--- src/httb_pkg.sv ---
// Shared types, constants and the hex digit decode for the hex text parser.
`default_nettype none

package httb_pkg;

   // Character codes of the digit ranges.
   localparam logic [7:0] CHAR_ZERO    = 8'h30;
   localparam logic [7:0] CHAR_NINE    = 8'h39;
   localparam logic [7:0] CHAR_LOWER_A = 8'h61;
   localparam logic [7:0] CHAR_LOWER_F = 8'h66;
   localparam logic [7:0] CHAR_UPPER_A = 8'h41;
   localparam logic [7:0] CHAR_UPPER_F = 8'h46;

   // Value of the letter digits a and A.
   localparam logic [3:0] LETTER_BASE = 4'd10;

   // Digits that fill one byte.
   localparam logic [1:0] DIGITS_PER_BYTE = 2'd2;

   // Default depth of the queue between the front and the back end.
   localparam int QUEUE_DEPTH_DEFAULT = 4;

   // Result of classifying one character.
   typedef struct packed {
      logic       is_hex;
      logic [3:0] value;
   } digit_type;

   // One queued entry: the one or two bytes caused by one character, or a bare end marker.
   typedef struct packed {
      logic [7:0] first_byte;
      logic [7:0] second_byte;
      logic       first_valid;   // Low when the entry is a bare end marker.
      logic       two_results;
      logic       last;
   } entry_type;

   // Classify a character and give its digit value.
   function automatic digit_type decode_digit(input logic [7:0] c);
      digit_type  d;
      logic [7:0] diff;
      d    = '{is_hex: 1'b0, value: 4'd0};
      diff = 8'd0;
      if (c >= CHAR_ZERO && c <= CHAR_NINE) begin
         diff     = c - CHAR_ZERO;
         d.is_hex = 1'b1;
         d.value  = diff[3:0];
      end else if (c >= CHAR_LOWER_A && c <= CHAR_LOWER_F) begin
         diff     = c - CHAR_LOWER_A;
         d.is_hex = 1'b1;
         d.value  = diff[3:0] + LETTER_BASE;
      end else if (c >= CHAR_UPPER_A && c <= CHAR_UPPER_F) begin
         diff     = c - CHAR_UPPER_A;
         d.is_hex = 1'b1;
         d.value  = diff[3:0] + LETTER_BASE;
      end
      return d;
   endfunction

endpackage

`default_nettype wire

--- src/httb_front.sv ---
// Front end: classifies each character, gathers digits and forms queue entries.
`default_nettype none

module httb_front
   import httb_pkg::*;
(
   input  wire logic       clock,
   input  wire logic       reset,
   input  wire logic       accept,
   input  wire logic [7:0] text_char,
   input  wire logic       text_last,
   output      logic       entry_push,
   output      entry_type  entry
);

   logic [7:0] acc_ff, acc_in;
   logic [1:0] count_ff, count_in;

   digit_type  dig;
   logic [7:0] acc_mid;
   logic [1:0] count_mid;
   logic [7:0] byte0, byte1;
   logic [1:0] nres;

   // Digit packing for the current character, then the flush on the last one.
   always_comb begin
      dig       = decode_digit(text_char);
      acc_mid   = acc_ff;
      count_mid = count_ff;
      byte0     = 8'd0;
      byte1     = 8'd0;
      nres      = 2'd0;

      if (dig.is_hex) begin
         if (count_ff >= DIGITS_PER_BYTE) begin
            byte0     = acc_ff;
            nres      = 2'd1;
            acc_mid   = {4'd0, dig.value};
            count_mid = 2'd1;
         end else begin
            acc_mid   = {acc_ff[3:0], dig.value};
            count_mid = count_ff + 2'd1;
         end
      end else if (count_ff != 2'd0) begin
         byte0     = acc_ff;
         nres      = 2'd1;
         acc_mid   = 8'd0;
         count_mid = 2'd0;
      end

      // The last character flushes what is still pending.
      if (text_last && count_mid != 2'd0) begin
         if (nres == 2'd0) begin
            byte0 = acc_mid;
         end else begin
            byte1 = acc_mid;
         end
         nres = nres + 2'd1;
      end

      acc_in   = acc_ff;
      count_in = count_ff;
      if (accept) begin
         acc_in   = text_last ? 8'd0 : acc_mid;
         count_in = text_last ? 2'd0 : count_mid;
      end

      entry.first_byte  = byte0;
      entry.second_byte = byte1;
      entry.first_valid = (nres != 2'd0);
      entry.two_results = (nres == 2'd2);
      entry.last        = text_last;
      entry_push        = accept && (nres != 2'd0 || text_last);
   end

   // Digit state.
   always_ff @(posedge clock) begin
      if (reset) begin
         acc_ff   <= 8'd0;
         count_ff <= 2'd0;
      end else begin
         acc_ff   <= acc_in;
         count_ff <= count_in;
      end
   end

endmodule

`default_nettype wire

--- src/httb_queue.sv ---
// Short queue of entries between the front and the back end.
`default_nettype none

module httb_queue
   import httb_pkg::*;
#(
   parameter int QUEUE_DEPTH = QUEUE_DEPTH_DEFAULT
)
(
   input  wire logic      clock,
   input  wire logic      reset,
   input  wire logic      push,
   input  wire entry_type wr_entry,
   output      logic      full,
   input  wire logic      pop,
   output      entry_type rd_entry,
   output      logic      empty
);

   localparam int PTR_W   = (QUEUE_DEPTH > 1) ? $clog2(QUEUE_DEPTH) : 1;
   localparam int COUNT_W = $clog2(QUEUE_DEPTH + 1);
   localparam logic [PTR_W-1:0]   PTR_LAST   = PTR_W'(QUEUE_DEPTH - 1);
   localparam logic [COUNT_W-1:0] COUNT_FULL = COUNT_W'(QUEUE_DEPTH);
   localparam logic [PTR_W-1:0]   PTR_ONE    = PTR_W'(1);
   localparam logic [COUNT_W-1:0] COUNT_ONE  = COUNT_W'(1);

   entry_type          slot_ff [QUEUE_DEPTH];
   logic [PTR_W-1:0]   wr_ptr_ff, wr_ptr_in;
   logic [PTR_W-1:0]   rd_ptr_ff, rd_ptr_in;
   logic [COUNT_W-1:0] count_ff, count_in;
   logic               do_push, do_pop;

   // Pointer and fill bookkeeping.
   always_comb begin
      full     = (count_ff == COUNT_FULL);
      empty    = (count_ff == '0);
      do_push  = push && !full;
      do_pop   = pop && !empty;
      rd_entry = slot_ff[rd_ptr_ff];

      wr_ptr_in = wr_ptr_ff;
      if (do_push) begin
         wr_ptr_in = (wr_ptr_ff == PTR_LAST) ? '0 : wr_ptr_ff + PTR_ONE;
      end
      rd_ptr_in = rd_ptr_ff;
      if (do_pop) begin
         rd_ptr_in = (rd_ptr_ff == PTR_LAST) ? '0 : rd_ptr_ff + PTR_ONE;
      end
      count_in = count_ff;
      if (do_push && !do_pop) begin
         count_in = count_ff + COUNT_ONE;
      end else if (do_pop && !do_push) begin
         count_in = count_ff - COUNT_ONE;
      end
   end

   // Control registers.
   always_ff @(posedge clock) begin
      if (reset) begin
         wr_ptr_ff <= '0;
         rd_ptr_ff <= '0;
         count_ff  <= '0;
      end else begin
         wr_ptr_ff <= wr_ptr_in;
         rd_ptr_ff <= rd_ptr_in;
         count_ff  <= count_in;
      end
   end

   // Entry storage.
   always_ff @(posedge clock) begin
      if (do_push) begin
         slot_ff[wr_ptr_ff] <= wr_entry;
      end
   end

endmodule

`default_nettype wire

--- src/httb_back.sv ---
// Back end: expands queue entries into result words in an output register.
`default_nettype none

module httb_back
   import httb_pkg::*;
(
   input  wire logic       clock,
   input  wire logic       reset,
   input  wire entry_type  head,
   input  wire logic       head_empty,
   output      logic       head_pop,
   input  wire logic       rsp_pop,
   output      logic       rsp_empty,
   output      logic [7:0] rsp_data_byte,
   output      logic       rsp_byte_valid,
   output      logic       rsp_message_end,
   output      logic       rsp_run_last
);

   logic       out_valid_ff, out_valid_in;
   logic       second_ff, second_in;
   logic [7:0] data_ff, data_in;
   logic       bvalid_ff, bvalid_in;
   logic       mend_ff, mend_in;
   logic       rlast_ff, rlast_in;
   logic       load;

   // Load the next result when the output register is free or being taken.
   always_comb begin
      load      = !head_empty && (!out_valid_ff || rsp_pop);
      data_in   = second_ff ? head.second_byte : head.first_byte;
      bvalid_in = second_ff ? 1'b1 : head.first_valid;
      rlast_in  = second_ff || !head.two_results;
      mend_in   = head.last && rlast_in;
      head_pop  = load && rlast_in;

      second_in = second_ff;
      if (load) begin
         second_in = !rlast_in;
      end
      out_valid_in = load || (out_valid_ff && !rsp_pop);

      rsp_empty       = !out_valid_ff;
      rsp_data_byte   = data_ff;
      rsp_byte_valid  = bvalid_ff;
      rsp_message_end = mend_ff;
      rsp_run_last    = rlast_ff;
   end

   // Control state.
   always_ff @(posedge clock) begin
      if (reset) begin
         out_valid_ff <= 1'b0;
         second_ff    <= 1'b0;
      end else begin
         out_valid_ff <= out_valid_in;
         second_ff    <= second_in;
      end
   end

   // Result payload.
   always_ff @(posedge clock) begin
      if (load) begin
         data_ff   <= data_in;
         bvalid_ff <= bvalid_in;
         mend_ff   <= mend_in;
         rlast_ff  <= rlast_in;
      end
   end

endmodule

`default_nettype wire

--- src/hex_text_to_bytes_parser.sv ---
// Top level of the hex text to byte parser.
//
// Usage: characters enter on the req_ channel, a queue-style port. A word
// is taken at a clock edge with req_push high and req_full low. Hex digits
// are packed two to a byte, high nibble first; other characters are skipped
// but flush one or two pending digits. req_text_last marks the final
// character and flushes whatever is pending.
// Results leave on the rsp_ channel: while rsp_empty is low the oldest word
// is on the rsp_ ports, and it is taken when rsp_pop is high. A character
// gives no word, one word, or two words (a completed pair plus the flushed
// digit of the last character). The last character always gives at least
// one word; with no byte to give, it gives an end marker.
// A result is queued when its character is taken, then passes through the
// output register. Throughput: one character per cycle while req_full is
// low; a character that gives two words holds the output register for both
// in turn, and the entry queue (QUEUE_DEPTH entries) absorbs such bursts.
// Reset clears the digit state, the queue and the output register. When the
// receiver stalls, the output word holds, the queue fills, and req_full
// rises once it has no room left.
`default_nettype none

module hex_text_to_bytes_parser
   import httb_pkg::*;
#(
   parameter int QUEUE_DEPTH = QUEUE_DEPTH_DEFAULT
)
(
   input  wire logic       clock,
   input  wire logic       reset,
   input  wire logic       req_push,
   output      logic       req_full,
   input  wire logic [7:0] req_text_char,
   input  wire logic       req_text_last,
   output      logic       rsp_empty,
   input  wire logic       rsp_pop,
   output      logic [7:0] rsp_data_byte,
   output      logic       rsp_byte_valid,
   output      logic       rsp_message_end,
   output      logic       rsp_run_last
);

   logic      accept;
   logic      entry_push;
   entry_type entry;
   entry_type head;
   logic      head_empty;
   logic      head_pop;

   assign accept = req_push && !req_full;

   // Character classification and digit packing.
   httb_front u_front (
      .clock      (clock),
      .reset      (reset),
      .accept     (accept),
      .text_char  (req_text_char),
      .text_last  (req_text_last),
      .entry_push (entry_push),
      .entry      (entry)
   );

   // Decoupling queue.
   httb_queue #(
      .QUEUE_DEPTH (QUEUE_DEPTH)
   ) u_queue (
      .clock    (clock),
      .reset    (reset),
      .push     (entry_push),
      .wr_entry (entry),
      .full     (req_full),
      .pop      (head_pop),
      .rd_entry (head),
      .empty    (head_empty)
   );

   // Result expansion and output register.
   httb_back u_back (
      .clock           (clock),
      .reset           (reset),
      .head            (head),
      .head_empty      (head_empty),
      .head_pop        (head_pop),
      .rsp_pop         (rsp_pop),
      .rsp_empty       (rsp_empty),
      .rsp_data_byte   (rsp_data_byte),
      .rsp_byte_valid  (rsp_byte_valid),
      .rsp_message_end (rsp_message_end),
      .rsp_run_last    (rsp_run_last)
   );

endmodule

`default_nettype wire
--- config.mk ---
export PLATFORM = sky130hd
export DESIGN_NAME = hex_text_to_bytes_parser
export DESIGN_NICKNAME = d
export VERILOG_FILES = /design/src/httb_pkg.sv /design/src/httb_front.sv /design/src/httb_queue.sv /design/src/httb_back.sv /design/src/hex_text_to_bytes_parser.sv
export SDC_FILE = /design/constraint.sdc
export NUM_CORES = 1
export LEC_CHECK = 0
export BUFFER_PORTS_ARGS = -buffer_cell sky130_fd_sc_hd__buf_2
export CAP_MARGIN = 20
export CORE_MARGIN = 2
export CORE_UTILIZATION = 30
export DETAILED_ROUTE_END_ITERATION = 7
export GPL_ROUTABILITY_DRIVEN = 0
export GPL_TIMING_DRIVEN = 1
export PLACE_DENSITY = 0.53
export SLEW_MARGIN = 20
export SYNTH_ARGS = -nofsm -noshare
export SYNTH_HDL_FRONTEND = slang
export SYNTH_SLANG_ARGS = --single-unit
export TNS_END_PERCENT = 10
--- constraint.sdc ---
create_clock -name clock -period 4.9 [get_ports clock]
set_input_delay 1.225 -clock clock [delete_from_list [all_inputs] [get_ports clock]]
set_output_delay 1.225 -clock clock [all_outputs]
set_load 0.02 [all_outputs]
==> run summary, run 1 <==
Synth Instances = 272
critical path type = in -> reg
TritonCTS clock tree = done
fraction of layout cells with a size suffix above 1 = 27.2%
hold path depth = 2
placed cells = 491
Max Clk Rate = 283 MHz
CTS Buf Count = 9
DP Area = 4900 um2
I/O Buffers = 25
Final Slew Violations = 0
TritonRoute pass-1 iters = 4
Synth Register Bits = 108
global-route wire length before repair = 12.8 mm
Die Ht = 126 um
r2r startpoint = u_queue.count_ff[0]
unrepaired setup endpoints after global routing = no
CTS root buf = clkbuf_16
Yosys cell types = 47
Max-cap violations = 0
Reg2Reg Depth = 11
critical-path cell list = buf_2 > inv_1 > ha_1 > inv_1 > o311ai_2 > nand3_1 > a21oi_2 > ha_1 > inv_1 > fa_1 > xor2_1 > or3_1 > a21oi_1
Synth Area in Compound Gates = 6.52%
H-tree depth = 3
# hold bufs at CTS = 0
stages on the worst setup path = 13
# diodes = 0
Setup Viol. Count Final = 0
final setup TNS = 0 ps
Clock Skew = 8.60 ps
post-cts sizing count = 0
register area share after synthesis = 67.6%
post-route design area = 5210 um2
final wirelength = 7.99 mm
leakage power total = 1.83 nW
Final Hold Violating Endpoints = 0
hold path startpoint = u_back.out_valid_ff
startpoint types = input pin
Max clock buf depth = 2
die area = 16000 um2
Peak VDD IR = 165 uV
PD cells = 481 nW/um2
area of the multi-input gates = 1410 um2
final worst path period share = 72.2%
status = completed
post-synthesis mux area share = 12.7%
maximum fanout along the worst path = 7
Setup Fix Bufs, Post-CTS = 0
fillcell total = 1388
vias in the first global route = 2406
Die X-Extent = 126 um
post-synthesis async set-or-reset flop share = 0%
# nets final = 341
drt drc = 0
Worst Setup End Kind = register
post-synthesis cell area = 4490 um2
post-route insts no fill = 507
Worst path most repeated cell = inv_1
# rows = 44
Simple-Gate Fraction of Synth Area = 7.61%
Adder-Cell Fraction of Synth Area = 2.96%
vias after detailed routing = 2341
DR WL/cell = 15.8 um
Register Area = 3030 um2
I/O pin cnt = 26
Worst-Skew Late Latency = 340 ps
pin count of the biggest net entering global routing = 20
grt ovf = 0
post-place setup slack = 997 ps
Reg clk slew, reported paths = 70 ps
post-synthesis area per instance = 16.5 um2
ys flop type = edfxtp_1
Worst Hold Class = reg -> reg
critical path's top delay family = compound AO/OA/AOI/OAI gates
DRT antenna net count = 0
Worst Path Arrival = 3810 ps
main combinational cell family by area after synthesis = multiplexers
Slew headroom = 57.9%
crit path max-delay cell type = o311ai_2
area of the core = 14600 um2
Initial Util = 30.8%
1st-iter DRT viols = 121
xor/xnor share of the synthesized area = 0.390%
YS warnings = 0
Final Critical Period = 3540 ps
HPWL after DPL = 5.08 mm
critical path startpoint = req_text_char[1]
clock sink count = 108
initial antenna violation count = 0
all-layer global routing usage = 10.6%
synth-to-layout area growth = 16.1%
fin worst setup slack = 1360 ps
Slew @ Worst Pin = 631 ps
worst endpoint required time = 5170 ps
Post-synth EDFFs = 87
CP bufs+invs = 4
final core utilization = 35.7%
vias per cell = 4.62
CP peak stage delay = 390 ps
-- synth_stat cells (all sizes together) (3+ instances only) --
cell type / count / share of area [%]
mux2i: 4 / 0.89
edfxtp: 87 / 58
o21ai: 3 / 0.42
buf: 3 / 0.39
dfxtp: 21 / 9.4
nor3b: 4 / 0.78
nand2: 7 / 0.59
o2bb2ai: 4 / 0.78
mux2: 9 / 2.3
ha: 9 / 2.5
nand3: 3 / 0.33
a22o: 11 / 2.1
a21oi: 6 / 0.84
mux4: 19 / 9.5
nand2b: 6 / 0.84
nor3: 6 / 0.67
clkbuf: 8 / 0.70
inv: 13 / 1.1
nor2: 17 / 1.5
and2: 6 / 0.86
nor2b: 3 / 0.42
-- metal layers --
layer	up-vias	share of wire (%)	global-route usage (%)	wire (um)
met2	38	48	16.5	3820
met3	11	3.1	2.19	247
met5	-	0	0	0
met1	1171	47	14.5	3780
li1	1121	-	-	-
met4	0	1.7	4.40	136
-- worst register-to-register path: cells and delay by family, from the launching register on --
kind	cells	cell delay, ps
and+or+nand+nor	3	900
adders and majority gates	2	550
buffers and inverters	3	380
DFF	1	360
AOI/OAI and AO/OA	2	290
xor gates and xnor gates	1	160
-- power by group --
group / internal [mW] / switching (mW) / total (mW)
sequential: 1.12 / 0.0519 / 1.18
combinational: 0.274 / 0.330 / 0.604
clock: 0.421 / 0.309 / 0.729
-- cell type report --
cell class              instances  share of cell area (%)
well taps                     184                    4.42
repair buffers                 31                    3.26
flip-flops and latches        108                    58.2
inverters                      13                   0.936
clock inverters                 4                   0.528
multi-input cells             155                    27.1
clock buffers                  12                    5.54
-- sequential cells by signal (all words and copies together), names as in the netlist, named ones only --
register                count
u_back.out_valid_ff         1
u_back.rsp_byte_valid       1
u_back.rsp_data_byte        8
u_back.rsp_message_end      1
u_back.rsp_run_last         1
u_back.second_ff            1
u_front.acc_ff              8
u_front.count_ff            2
u_queue.count_ff            3
u_queue.rd_ptr_ff           2
u_queue.slot_ff            76
u_queue.wr_ptr_ff           2
-- cell usage in the layout, fill, tap and decap left out, types with 2 or more instances in the layout --
cell type	Yosys	routed
conb_1	1	16
clkbuf_16	0	11
mux4_2	19	19
a21oi_2	2	2
o2bb2ai_1	4	4
a21o_1	2	2
nor3_1	6	6
mux2i_1	4	4
or3_1	2	2
clkinv_4	0	2
o21ai_0	2	2
and2_1	5	5
edfxtp_1	87	87
a22o_1	11	11
xor2_1	2	2
nor2_1	16	16
nand3_1	3	3
nand2_1	7	7
nand2b_1	6	6
dfxtp_1	21	21
mux2_2	9	9
clkinv_2	0	2
nor3b_1	3	3
buf_2	2	25
a31oi_1	2	2
a21oi_1	4	4
ha_1	9	9
nor2b_1	3	3
buf_4	1	6
inv_1	13	13
-- metrics by stage --
| stage | power, mW | hold WS [ps] |
|---|---|---|
| global placement | 1.82 | 455 |
| detailed placement | 1.82 | 466 |
| global route | 2.64 | 510 |
| CTS | 2.56 | 483 |
| finish | 2.51 | 473 |
| floorplan | 1.65 | 446 |
-- kinds of logic after synthesis --
| group | after synthesis |
|---|---|
| multiplexers | 32 |
| flip-flops | 108 |
| adder cells (fa/ha/maj) | 10 |
| other | 1 |
| XOR/XNOR | 2 |
| buffers and inverters | 24 |
| AND/OR/NAND/NOR | 59 |
| AO/OA/AOI/OAI | 36 |
-- final timing paths --
path                               to  slack [ps]
setup / recovery  u_queue.count_ff[2]        1360
hold / removal    u_back.out_valid_ff         470
setup reg to reg  u_queue.count_ff[2]        2210
hold reg to reg   u_back.out_valid_ff         470
(Power assumes the default switching activity.)
==> run 2, diff against run 1 <==
- ABC_AREA: unset -> 1
- PLACE_DENSITY: 0.53 -> 0.55
- clock period: 4.9 -> 3.2 ns (I/O delays scaled with it)
==> run summary, run 2 <==
Simple-Gate Fraction of Synth Area = 15.9%
Worst path most repeated cell = nand2_4
PD cells = 774 nW/um2
main combinational cell family by area after synthesis = simple AND/OR/NAND/NOR gates
top cells by count, synth = nor2_1, edfxtp_1, nand2_1, o21ai_0, inv_1
post-synthesis cell area = 4690 um2
I/O Buffers = 25
ys flop type = edfxtp_1
synth-to-layout area growth = 17.9%
final wirelength = 9.15 mm
M1 WL = 4.28 mm
area of the core = 15300 um2
Setup crit end = u_queue.count_ff[2]
final worst path period share = 87.9%
critical path startpoint = req_text_char[0]
# hold bufs at CTS = 0
post-route insts no fill = 706
Post-synth EDFFs = 87
grt ovf = 0
Max clock buf depth = 2
Clock Skew = 8.54 ps
startpoint types = input pin
drt drc = 0
Worst Hold Class = reg -> reg
Final Slew Violations = 0
Synth Instances = 442
leakage power total = 2.02 nW
initial antenna violation count = 0
Final Critical Period = 2810 ps
Synth Area in Compound Gates = 11.4%
post-synthesis area per instance = 10.6 um2
Final Hold Violating Endpoints = 0
register area share after synthesis = 64.6%
clock sink count = 108
met3 routed WL = 330 um
vias in the first global route = 2896
worst endpoint required time = 3430 ps
fraction of layout cells with a size suffix above 1 = 14.5%
Slew headroom = 61.7%
Reg clk slew, reported paths = 70 ps
HPWL after DPL = 5.90 mm
commonest non-fill, non-tap cell in the layout = nor2_1
vias after detailed routing = 3073
max reg flops = 76
met2 WL = 4.39 mm
largest area contributor in the netlist = edfxtp_1
Peak VDD IR = 293 uV
stages on the worst setup path = 20
Worst Setup End Kind = register
uppermost layer routed = met4
Die X-Extent = 129 um
Max-cap violations = 0
Yosys cell types = 35
placed cells = 690
post-synthesis async set-or-reset flop share = 0%
post-synthesis mux area share = 0%
xor/xnor share of the synthesized area = 0%
r2r startpoint = u_queue.count_ff[0]
final setup TNS = 0 ps
Max Clk Rate = 356 MHz
Die Ht = 129 um
YS warnings = 0
Setup Fix Bufs, Post-CTS = 0
DRT antenna net count = 0
ranking of synthesized cells by area = edfxtp_1, dfxtp_1, nor2_1
# diodes = 0
Setup Viol. Count Final = 0
CTS root buf = clkbuf_16
vias per cell = 4.35
fin worst setup slack = 388 ps
critical path type = in -> reg
r2r setup slk = 600 ps
CTS Buf Count = 9
most frequent cells in the layout = nor2_1, edfxtp_1, nand2_1
status = completed
Yosys top cell area share = 55.7%
TritonRoute pass-1 iters = 4
Initial Util = 30.8%
Adder-Cell Fraction of Synth Area = 2.83%
Synth Register Bits = 108
maximum fanout along the worst path = 5
post-place setup slack = 34.4 ps
global-route wire length before repair = 15.0 mm
all-layer global routing usage = 11.9%
Hold WS = 481 ps
most flop-heavy register = u_queue.slot_ff
CP bufs+invs = 4
count leader, synth = nor2_1
die area = 16700 um2
unrepaired setup endpoints after global routing = no
TritonCTS clock tree = done
Slew @ Worst Pin = 574 ps
1st-iter DRT viols = 189
# nets final = 513
fillcell total = 1490
Critical R2R Capture = u_queue.count_ff[1]
pin count of the biggest net entering global routing = 37
H-tree depth = 3
# rows = 45
DR WL/cell = 13.0 um
Worst Path Arrival = 3040 ps
crit path max-delay cell type = fa_1
Reg2Reg Depth = 10
I/O pin cnt = 26
critical path's top delay family = simple AND/OR/NAND/NOR gates
Worst-Skew Late Latency = 350 ps
post-cts sizing count = 0
CP peak stage delay = 380 ps
critical-path cell list = buf_2 > inv_1 > ha_1 > nand2_2 > nor2_1 > nand2_1 > nand2_4 > nand2_8 > nand2_4 > nand2_4 > nand2_4 > nand2_1 > inv_1 > ha_1 > inv_1 > fa_1 > a21oi_1 > o21ai_0 > o21ai_0 > a21oi_1
run 2: cell types whose count changed in the layout (fill, tap and decap cells not counted), moves of 13 or more:
cell	delta
nand2_1	+49
o21ai_0	+45
inv_1	+30
nor2_1	+72
o22ai_1	+13
mux4_2	-19
run 2: worst min path at each step:
stage / startpoint / to / slack [ps] / cells past startpoint
2_1_floorplan: u_front.acc_ff[4] / u_front.acc_ff[4] / 460 / 2
3_3_place_gp: u_front.acc_ff[7] / u_front.acc_ff[7] / 470 / 2
3_5_place_dp: u_front.acc_ff[4] / u_front.acc_ff[4] / 480 / 2
4_1_cts: u_front.acc_ff[4] / u_front.acc_ff[4] / 490 / 2
5_1_grt: u_front.acc_ff[7] / u_front.acc_ff[7] / 520 / 2
6_report: u_front.acc_ff[4] / u_front.acc_ff[4] / 480 / 2
run 2: worst min-delay path, cell delays in order, from the launching register on:
cell and delay, ps:
dfxtp_1 320, nand2_1 60, a21oi_1 60
run 2: logic make-up after synthesis:
family / after synthesis
buffers and inverters: 60
AO/OA/AOI/OAI: 93
AND/OR/NAND/NOR: 170
other: 1
flip-flops: 108
adder cells (fa/ha/maj): 10
run 2: stage by stage:
stage / instance area, um2 / utilization, % / power, mW
floorplan: 4750 / - / 2.64
global placement: 5170 / 33.9 / 3.00
detailed placement: 5170 / 33.9 / 3.03
CTS: 5530 / 36.3 / 4.35
global route: 5530 / 36.3 / 4.55
finish: 5530 / 36.3 / 4.28
run 2: report_power, final:
part	switching [mW]	total [mW]	internal, mW	leakage, nW
combinational	0.782	1.15	0.365	0.902
sequential	0.0652	1.81	1.75	0.949
clock	0.478	1.32	0.845	0.173
total	1.33	4.28	2.96	2.02
run 2: final cells by class:
type                    instances  area [um2]  area share [%]
clock inverters                 6         136            2.46
repair buffers                 37         228            4.11
multi-input cells             289        1480            26.7
clock buffers                  10         229            4.14
flip-flops and latches        108        3030            54.8
well taps                     211         264            4.77
inverters                      45         169            3.05
run 2: metal layers:
layer  up-vias  GRT usage, %
li1       1587             -
met4         0          4.60
met5         -             0
met3         9          2.81
met2        38          19.6
met1      1439          15.3
